**src/rtl/cwbp_pkg.sv**
```systemverilog
// Package for the codeword bit packer.
// Holds widths, table sizes, request codes, controller states and the
// command and status structs between controller and datapath.
package cwbp_pkg;

  // Longest codeword kept; longer loads are clamped to this length
  localparam int MAX_CODE_LEN = 32;

  // Field widths
  localparam int SYM_W  = 8;
  localparam int CODE_W = 32;
  localparam int LEN_W  = 6;
  localparam int BYTE_W = 8;

  // Shifter counters: room left in a byte (1..8) and bits filled (0..7)
  localparam int CNT_W = $clog2(BYTE_W + 1);
  localparam int FIL_W = $clog2(BYTE_W);

  // Code table
  localparam int TABLE_DEPTH = 256;
  localparam int ENTRY_W     = CODE_W + LEN_W;

  // Request codes
  localparam logic REQ_LOAD = 1'b0;
  localparam logic REQ_DATA = 1'b1;

  // Controller states
  typedef enum logic [1:0] {
    ST_IDLE,
    ST_LOOKUP,
    ST_PACK,
    ST_FLUSH
  } state_t;

  // Controller to datapath
  typedef struct packed {
    logic write_entry;  // store a table entry from the input item
    logic lookup;       // start the table read for a data item
    logic load_code;    // take the read codeword into the shifter
    logic step;         // append one chunk of code bits
    logic emit_flush;   // send the padded partial byte
  } cmd_t;

  // Datapath to controller
  typedef struct packed {
    logic rem_zero;       // no code bits left for this item
    logic byte_done;      // the next chunk completes a byte
    logic flush_pending;  // final item with a partly filled byte
    logic slot_free;      // output register can take a byte
  } status_t;

endpackage

```
**src/rtl/cwbp_ctrl.sv**
```systemverilog
// Controller of the codeword bit packer: item handshake and sequencing.
// Uses cwbp_pkg for states and the command/status structs.
module cwbp_ctrl (
  input  logic              clk,
  input  logic              rst,
  input  logic              item_valid,
  input  logic              item_req_type,
  input  cwbp_pkg::status_t status,
  output logic              item_ready,
  output cwbp_pkg::cmd_t    cmd
);

  cwbp_pkg::state_t state, state_next;

  // State register
  always_ff @(posedge clk) begin
    if (rst) begin
      state <= cwbp_pkg::ST_IDLE;
    end else begin
      state <= state_next;
    end
  end

  // Next state
  always_comb begin
    state_next = state;
    case (state)
      cwbp_pkg::ST_IDLE: begin
        if (item_valid && item_req_type == cwbp_pkg::REQ_DATA) begin
          state_next = cwbp_pkg::ST_LOOKUP;
        end
      end
      cwbp_pkg::ST_LOOKUP: begin
        state_next = cwbp_pkg::ST_PACK;
      end
      cwbp_pkg::ST_PACK: begin
        if (status.rem_zero) begin
          state_next = status.flush_pending ? cwbp_pkg::ST_FLUSH : cwbp_pkg::ST_IDLE;
        end
      end
      cwbp_pkg::ST_FLUSH: begin
        if (status.slot_free) begin
          state_next = cwbp_pkg::ST_IDLE;
        end
      end
      default: state_next = cwbp_pkg::ST_IDLE;
    endcase
  end

  // Outputs
  always_comb begin
    item_ready = 1'b0;
    cmd        = '0;
    case (state)
      cwbp_pkg::ST_IDLE: begin
        item_ready      = 1'b1;
        cmd.write_entry = item_valid && item_req_type == cwbp_pkg::REQ_LOAD;
        cmd.lookup      = item_valid && item_req_type == cwbp_pkg::REQ_DATA;
      end
      cwbp_pkg::ST_LOOKUP: begin
        cmd.load_code = 1'b1;
      end
      cwbp_pkg::ST_PACK: begin
        // a chunk that fills a byte waits for room in the output register
        cmd.step = !status.rem_zero && (!status.byte_done || status.slot_free);
      end
      cwbp_pkg::ST_FLUSH: begin
        cmd.emit_flush = status.slot_free;
      end
      default: begin
        cmd = '0;
      end
    endcase
  end

endmodule

```
**config.mk**
```make
export PLATFORM = sky130hd
export DESIGN_NAME = cwbp_ctrl
export DESIGN_NICKNAME = d
export VERILOG_FILES = /design/src/rtl/cwbp_pkg.sv /design/src/rtl/cwbp_ctrl.sv
export SDC_FILE = /design/constraint.sdc
export NUM_CORES = 1
export LEC_CHECK = 0
export ABC_AREA = 0
export BUFFER_PORTS_ARGS = -buffer_cell sky130_fd_sc_hd__buf_4
export CAP_MARGIN = 20
export CORE_AREA = 4 4 41 43
export CTS_BUF_LIST = sky130_fd_sc_hd__clkbuf_16
export DETAILED_ROUTE_END_ITERATION = 8
export DIE_AREA = 0 0 45 47
export PLACE_DENSITY_LB_ADDON = 0.1
export SLEW_MARGIN = 20
export SYNTH_ARGS = -nofsm -noshare
export SYNTH_HDL_FRONTEND = slang
export SYNTH_SLANG_ARGS = --single-unit
```
**constraint.sdc**
```tcl
create_clock -name clk -period 0.9 [get_ports clk]
set_clock_uncertainty 0.1 [all_clocks]
set_input_delay 0.135 -clock clk [delete_from_list [all_inputs] [get_ports clk]]
set_output_delay 0.135 -clock clk [all_outputs]
set_load 0.1 [all_outputs]
```
==> results of run 1 <==
## worst min-delay path by stage
| stage | startpoint | endpoint | slack, ns | depth (start not counted) |
|---|---|---|---|---|
| global route | status[1] | state[0] | 0.16 | 3 |
| detailed placement | rst | state[0] | 0.20 | 2 |
| global placement | rst | state[1] | 0.20 | 2 |
| CTS | status[1] | state[0] | 0.15 | 3 |
| floorplan | rst | state[0] | 0.09 | 1 |
| finish | status[1] | state[0] | 0.14 | 3 |
## worst min-delay path, stage by stage
cell	delay [ns]
buf_4	0.11
nand4b_1	0.10
a31oi_2	0.07
## timing repair
item / CTS / global route
setup endpoints to repair: 8 / 8
endpoints found under the hold margin: 2 / 0
resized for setup: 15 / 1
buffers inserted: 1 / 0
cloned: 0 / 0
pin swaps: 2 / 1
hold buffers: 1 / 0
## cells by family (layout without fill, tap and decap cells)
group,after synthesis,after routing,synth area share
simple gates,14,14,0.6017
compound gates,2,2,0.1138
flops,2,2,0.2602
buf+inv,1,24,0.02437
## power groups by stage
stage / combinational, mW / sequential [mW] / clock [mW]
6_report: 0.256 / 0.101 / 0.658
5_1_grt: 0.269 / 0.102 / 0.687
4_1_cts: 0.256 / 0.101 / 0.673
3_5_place_dp: 0.220 / 0.106 / 0
3_3_place_gp: 0.220 / 0.105 / 0
2_1_floorplan: 0.144 / 0.106 / 0
## synthesized netlist by cell type (all sizes together)
| library cell | count | area share |
|---|---|---|
| a21oi | 1 | 0.032 |
| a31oi | 1 | 0.081 |
| and2b | 1 | 0.057 |
| and3 | 1 | 0.049 |
| dfxtp | 2 | 0.26 |
| inv | 1 | 0.024 |
| nand2 | 3 | 0.073 |
| nand2b | 1 | 0.041 |
| nand3 | 1 | 0.065 |
| nand3b | 2 | 0.098 |
| nand4b | 1 | 0.057 |
| nor2 | 2 | 0.065 |
| nor2b | 1 | 0.041 |
| nor4b | 1 | 0.057 |
## metrics by stage
step | setup WS (ns) | std cells
after floorplan | -0.8605 | 19
after global placement | -0.2651 | 52
after detailed placement | -0.2708 | 52
after CTS | -0.4282 | 57
after global routing | -0.4745 | 57
final | -0.4235 | 57
## area by class of cell
cell class,count,share of cell area
clock buffers,3,0.1500
inverters,1,0.01500
multi-input cells,16,0.2900
flip-flops and latches,2,0.09500
well taps,15,0.03750
repair buffers,20,0.4125
## per-layer routing
layer  up-vias  GRT usage  wire length (microns)
li1        113          -                      -
met1       103    0.07223                    213
met2         8     0.1102                    292
met3         0    0.02682                     49
met4         0    0.07018                      0
met5         -          0                      0
==> impl_metrics.ini, run 1 <==
[setup_path]
crit_chain = nor4b_4, buf_6
endpoint_kind = primary output
ff2ff_setup_slack_ns = -0.21
critical_path_class = flop to primary output
required_ns = 0.66
timing.rr.end = state[0]
startpoint_type = flop
slowest_delay_ns = 0.35
timing.critical_path.buf_inv = 1
cp_max_fo = 4
crit_family = flip-flops
critPathCapture = cmd[1]
crit_cells = 2
crit_start = state[0]
r2r_cells = 4
crit_slowest_cell = dfxtp_4
worstPathArrival_ns = 1.09
regToRegStartpoint = state[0]

[logic_synthesis]
syn_inst = 19
ys_warn_count = 0
netlist_area_sq_um = 153.9
yosysSeqAreaShare = 0.2602
synth_nets = 27
synth-seq-cells = 2
synth_area_per_cell_sq_um = 8.100
synth_cell_types = 15

[finish]
fillerInstances = 139
layout_commonest_cell = buf_4
regArea_sq_um = 47.55
top_register = state
multi_input_area_sq_um = 145.1
reg_top3 = state x2
layout-drive-gt1-share = 0.8095
layout_common_cells = buf_4, buf_12, clkbuf_16
diodes = 0
area_growth_pct = 225.2
nets = 52
largest_register_ffs = 2
fin_area_sq_um = 500.5
final_util = 0.3846

[global_routing]
gr-total-overflow = 0
antenna_found_initial = 0
track_usage = 0.07092
first_global_vias = 251
grt_pass1_wl_microns = 1028
grt_max_degree = 6

[run_status]
run_status = finished, violations left
failed_checks = setup timing

[clock_tree]
cts_root_buf = clkbuf_16
clk_latency_ns = 0.22
path_clk_slew_ns = 0.03
htreeDepth = 1
cts.path.max_buffers = 2
cts_buffers = 3
cts.sinks = 2
cts_tree = yes

[placement]
port_buffers = 13
gp_congestion = 0.7010
dp_hpwl_microns = 454.4
dpl_cell_area_sq_um = 345.3

[power]
internal-power_mw = 0.7610
comb_power_share = 0.252
p_leak_nw = 0.2043
power_density_nw_per_um2 = 2027
p_sw_mw = 0.2534
ir_drop_mv = 0.6905
swShare = 0.2498
p_total_mw = 1.014
clkPwrFrac = 0.649
seqPwrFrac = 0.099

[floorplan]
row_count = 13
start_util = 0.1183
die_area_sq_um = 2115
core_area_sq_um = 1301
die_w_microns = 45
io_pins = 14
dieHeight_microns = 47

[sta]
hold_viol = 0
worst_slack_ns = -0.4235
finalCritPeriodShare = 1.471
drv_slew = 0
tightest_slew_ns = 0.2810
setup_viol = 8
rsz0062_at_grt = true
setup-tns-final_ns = -2.608
slew-limit-headroom = 0.8142
fmax_mhz = 755.6
finalCriticalPeriod_ns = 1.324
whs_ns = 0.1385

[drt]
drc = 0
first_pass_iters = 1
via_per_inst = 3.930
drt_iter0_drc = 0
avgRoutedWirePerCell_microns = 9.737
antenna_violating_nets_post_route = 0
totalWireLength_microns = 555
vias = 224

[worst_hold_path]
hp-class = primary input to flop

[flow_run]
cap_viol_max_count = 0
Note: power is estimated with default switching activity, not from simulation.
==> run 2: changes to the inputs <==
--- a/config.mk
+++ b/config.mk
@@ -9,7 +9,6 @@
 export BUFFER_PORTS_ARGS = -buffer_cell sky130_fd_sc_hd__buf_4
 export CAP_MARGIN = 20
 export CORE_AREA = 4 4 41 43
-export CTS_BUF_LIST = sky130_fd_sc_hd__clkbuf_16
 export DETAILED_ROUTE_END_ITERATION = 8
 export DIE_AREA = 0 0 45 47
 export PLACE_DENSITY_LB_ADDON = 0.1
==> constraint.sdc (replaced) <==
create_clock -name clk -period 0.9 [get_ports clk]
set_clock_uncertainty 0.1 [all_clocks]
set_input_delay 0.18 -clock clk [delete_from_list [all_inputs] [get_ports clk]]
set_output_delay 0.18 -clock clk [all_outputs]
set_load 0.1 [all_outputs]
==> run 2 against run 1 <==
  * The run still ends with setup timing left
  * Global-route usage decreased by 1.2 points
  * Utilization decreased by 1.5 points
  * First-iteration DRC count unchanged
  * Critical path depth unchanged
  * Worst hold slack got worse by 0.12 ns
  * Critical endpoint unchanged
  * Highest routed layer unchanged
==> impl_metrics.ini, run 2 (synthesis gave the netlist of run 1 again) <==
[global_routing]
gr-total-overflow = 0
grt_max_degree = 6
first_global_vias = 218
antenna_found_initial = 0
grt_pass1_wl_microns = 883
track_usage = 0.05910

[sta]
fmax_mhz = 725.5
finalCritPeriodShare = 1.532
finalCriticalPeriod_ns = 1.378
slew-limit-headroom = 0.8545
worst_slack_ns = -0.4784
setup_viol = 8
hold_viol = 0
tightest_slew_ns = 0.2177
rsz0062_at_grt = true
drv_slew = 0
setup-tns-final_ns = -3.061

[clock_tree]
cts_tree = yes
cts.sinks = 2
cts.path.max_buffers = 2
clk_latency_ns = 0.22
cts_root_buf = clkbuf_4
cts_buffers = 3
htreeDepth = 1
path_clk_slew_ns = 0.03

[floorplan]
dieHeight_microns = 47
die_w_microns = 45
core_area_sq_um = 1301
die_area_sq_um = 2115
io_pins = 14
start_util = 0.1183
row_count = 13

[setup_path]
crit_chain = nor4b_4, buf_6
r2r_cells = 5
worstPathArrival_ns = 1.10
cp_max_fo = 5
critical_path_class = flop to primary output
crit_slowest_cell = dfxtp_4
endpoint_kind = primary output
crit_family = flip-flops
slowest_delay_ns = 0.36
crit_start = state[0]
critPathCapture = cmd[1]
timing.critical_path.buf_inv = 1
startpoint_type = flop
required_ns = 0.62
regToRegStartpoint = state[1]
crit_cells = 2
timing.rr.end = state[0]
ff2ff_setup_slack_ns = -0.31

[run_status]
run_status = finished, violations left
failed_checks = setup timing

[worst_hold_path]
hp-class = primary input to flop

[placement]
gp_congestion = 0.6642
dpl_cell_area_sq_um = 345.3
port_buffers = 13
dp_hpwl_microns = 461.6
pre_cts_ws_ns = -0.3318

[drt]
drc = 0
via_per_inst = 3.915
first_pass_iters = 1
vias = 231
antenna_violating_nets_post_route = 0
drt_iter0_drc = 0
avgRoutedWirePerCell_microns = 9.458
totalWireLength_microns = 558

[finish]
diodes = 0
regArea_sq_um = 47.55
fin_area_sq_um = 480.5
fillerInstances = 154
layout_commonest_cell = buf_4
layout-drive-gt1-share = 0.8409
nets = 54
top_register = state
multi_input_area_sq_um = 145.1
largest_register_ffs = 2
reg_top3 = state x2
area_growth_pct = 212.2
final_util = 0.3692
layout_common_cells = buf_4, buf_12, clkbuf_4, buf_6

[power]
p_leak_nw = 0.1987
power_density_nw_per_um2 = 1197
swShare = 0.3666
clkPwrFrac = 0.334
ir_drop_mv = 0.3062
seqPwrFrac = 0.177
p_sw_mw = 0.2108
internal-power_mw = 0.3642
comb_power_share = 0.489

[flow_run]
cap_viol_max_count = 0
[run 2: cell count changes in the layout (fill, tap and decap cells not counted), sizes merged]
cell | before | now
buf | 19 | 22
dlygate4sd3 | 1 | 0
[run 2: timing repair]
action | CTS | global route
pin swaps | 4 | 3
hold buffers | 0 | 0
endpoints found under the setup margin | 8 | 8
buffers inserted | 2 | 2
resized for setup | 19 | 2
[run 2: per-stage QoR]
step	total power, mW	std cells	hold WS (ns)
2_1_floorplan	0.2505	19	0.1383
3_3_place_gp	0.3241	52	0.2431
3_5_place_dp	0.3277	52	0.2457
4_1_cts	0.5780	57	0.01219
5_1_grt	0.6127	59	0.01514
6_report	0.5749	59	0.02068
[run 2: how the worst min path moves through the flow]
stage	start	to	slack [ns]	cells past startpoint
after floorplan	rst	state[0]	0.14	1
after global placement	rst	state[0]	0.24	2
after detailed placement	rst	state[0]	0.25	2
after CTS	rst	state[1]	0.01	2
after global routing	rst	state[0]	0.02	2
final	rst	state[1]	0.02	2
[run 2: final cells by class]
cell class | instances | area share
clock buffer | 3 | 0.04687
inverter | 1 | 0.01562
sequential | 2 | 0.09896
tap | 15 | 0.03906
multi-input combinational | 16 | 0.3021
timing repair buffer | 22 | 0.4974
[run 2: layer usage]
layer,wire length [microns],part of all wire,up-vias,global-route usage
met5,0,0,-,0
li1,-,-,117,-
met3,36,0.065,0,0.01533
met2,326,0.58,8,0.1102
met4,0,0,0,0.03509
met1,195,0.35,106,0.05869
[run 2: power groups by stage]
stage                     Combinational, mW  Sequential, mW  Clock [mW]
after floorplan                       0.144           0.106           0
after global placement                0.217           0.107           0
after detailed placement              0.220           0.107           0
after CTS                             0.272           0.103       0.204
after global routing                  0.293           0.103       0.216
final                                 0.281           0.102       0.192
[run 2: worst reg2reg max path: stages (launching register included)]
cell and delay (ns):
dfxtp_4 0.35, nor2_4 0.14, nand3_2 0.11, buf_4 0.14, buf_4 0.12, a31oi_2 0.15
==> run 3: changes to the inputs <==
--- a/config.mk
+++ b/config.mk
@@ -12,6 +12,7 @@
 export DETAILED_ROUTE_END_ITERATION = 8
 export DIE_AREA = 0 0 45 47
 export PLACE_DENSITY_LB_ADDON = 0.1
+export REMOVE_ABC_BUFFERS = 1
 export SLEW_MARGIN = 20
 export SYNTH_ARGS = -nofsm -noshare
 export SYNTH_HDL_FRONTEND = slang
==> run 3 against run 2 <==
  * The flow still finishes with violations (setup timing)
  * Non-clock buffer count stayed put
  * Critical path depth stayed put
  * Cell count stayed put
  * Die area stayed put
  * Maximum frequency is 1.7% lower
  * Routed wire length is 15% higher
  * Worst setup slack worse by 0.024 ns
  * Combinational power is 2% lower
  * Sequential cell count stayed put
  * Critical path type unchanged
==> impl_metrics.ini, run 3 (synthesis gave the netlist of run 1 again) <==
[drt]
avgRoutedWirePerCell_microns = 10.85
vias = 232
antenna_violating_nets_post_route = 0
totalWireLength_microns = 640
met2_length_microns = 331
drc = 0
wl_met1_microns = 253
met3_length_microns = 55
drt_iter0_drc = 2
first_pass_iters = 4
top_layer = met3
via_per_inst = 3.932

[global_routing]
antenna_found_initial = 0
first_global_vias = 251
gr-total-overflow = 0
grt_pass1_wl_microns = 1055
track_usage = 0.07486
grt_max_degree = 6

[placement]
gp_congestion = 0.6494
port_buffers = 13
dp_hpwl_microns = 465.9
dpl_cell_area_sq_um = 315.3

[finish]
final_util = 0.3596
diodes = 0
fillerInstances = 141
multi_input_area_sq_um = 140.1
layout_common_cells = buf_4, buf_12, nand2_1, clkbuf_4
regArea_sq_um = 47.55
nets = 54
layout_commonest_cell = buf_4
top_register = state
largest_register_ffs = 2
area_growth_pct = 204.1
fin_area_sq_um = 467.9
reg_top3 = state x2
layout-drive-gt1-share = 0.8182

[floorplan]
die_w_microns = 45
row_count = 13
start_util = 0.1183
die_area_sq_um = 2115
io_pins = 14
dieHeight_microns = 47
core_area_sq_um = 1301

[setup_path]
r2r_cells = 4
crit_slowest_cell = dfxtp_4
cp_max_fo = 4
crit_cells = 2
critical_path_class = flop to primary output
crit_chain = nor4b_4, buf_6
worstPathArrival_ns = 1.12
timing.rr.end = state[0]
regToRegStartpoint = state[0]
required_ns = 0.62
startpoint_type = flop
timing.critical_path.buf_inv = 1
ff2ff_setup_slack_ns = -0.19
endpoint_kind = primary output
crit_family = flip-flops
slowest_delay_ns = 0.35

[clock_tree]
path_clk_slew_ns = 0.03
clk_latency_ns = 0.23
ctsHoldBuffers = 0
cts.sinks = 2
htreeDepth = 1
cts_buffers = 3
cts_tree = yes
cts.path.max_buffers = 2
cts_root_buf = clkbuf_4

[sta]
whs_ns = 0.01898
rsz0062_at_grt = true
setup_viol = 8
setup-tns-final_ns = -2.909
slew-limit-headroom = 0.8476
fmax_mhz = 713.1
hold_viol = 0
finalCriticalPeriod_ns = 1.402
finalCritPeriodShare = 1.558
tightest_slew_ns = 0.2282
worst_slack_ns = -0.5023
drv_slew = 0

[power]
power_density_nw_per_um2 = 1231
internal-power_mw = 0.3591
comb_power_share = 0.476
seqPwrFrac = 0.173
ir_drop_mv = 0.5062
clkPwrFrac = 0.351
p_leak_nw = 0.2035
p_sw_mw = 0.2170
swShare = 0.3767

[flow_run]
cap_viol_max_count = 0

[worst_hold_path]
hp-class = primary input to flop
min_path_cells = 2
hold_end = state[0]
min_from = rst

[run_status]
failed_checks = setup timing
run_status = finished, violations left
run 3: cell count changes in the layout (fill, tap and decap cells not counted), sizes merged:
cell	previous run	this run
clkinvlp	1	0
inv	0	1
run 3: stage by stage:
stage | setup WS, ns | cells | total power, mW
CTS | -0.5150 | 57 | 0.5722
detailed placement | -0.4085 | 53 | 0.3081
floorplan | -2.921 | 19 | 0.2313
global route | -0.5557 | 59 | 0.6086
global placement | -0.3709 | 53 | 0.3071
finish | -0.5023 | 59 | 0.5760
run 3: power groups by stage:
| stage | clock, mW | sequential (mW) | combinational [mW] |
|---|---|---|---|
| after floorplan | 0 | 0.102 | 0.129 |
| after global placement | 0 | 0.100 | 0.207 |
| after detailed placement | 0 | 0.101 | 0.207 |
| after CTS | 0.216 | 0.104 | 0.252 |
| after global routing | 0.220 | 0.100 | 0.289 |
| final | 0.202 | 0.0994 | 0.274 |
run 3: worst max-delay path by stage:
stage	start	endpoint
after CTS	state[0]	cmd[1]
final	state[0]	cmd[1]
after global routing	state[0]	cmd[1]
after floorplan	state[1]	cmd[1]
after detailed placement	status[2]	cmd[1]
after global placement	status[2]	cmd[1]
run 3: timing repair:
item,4_1_cts,5_1_grt
resized for setup,20,8
setup buffers,1,2
pin swaps,4,2
setup endpoints to repair,8,8
run 3: area by class of cell:
class	instances	share of cell area
Timing Repair Buffer	22	0.5027
Clock buffer	3	0.04813
Multi-Input combinational cell	16	0.2995
Sequential cell	2	0.1016
Tap cell	15	0.04011
Inverter	1	0.008021
run 3: layer usage:
metal / up-vias / track usage
met5: - / 0
met4: 0 / 0.07018
met3: 0 / 0.02682
met2: 11 / 0.1158
met1: 104 / 0.07901
li1: 117 / -
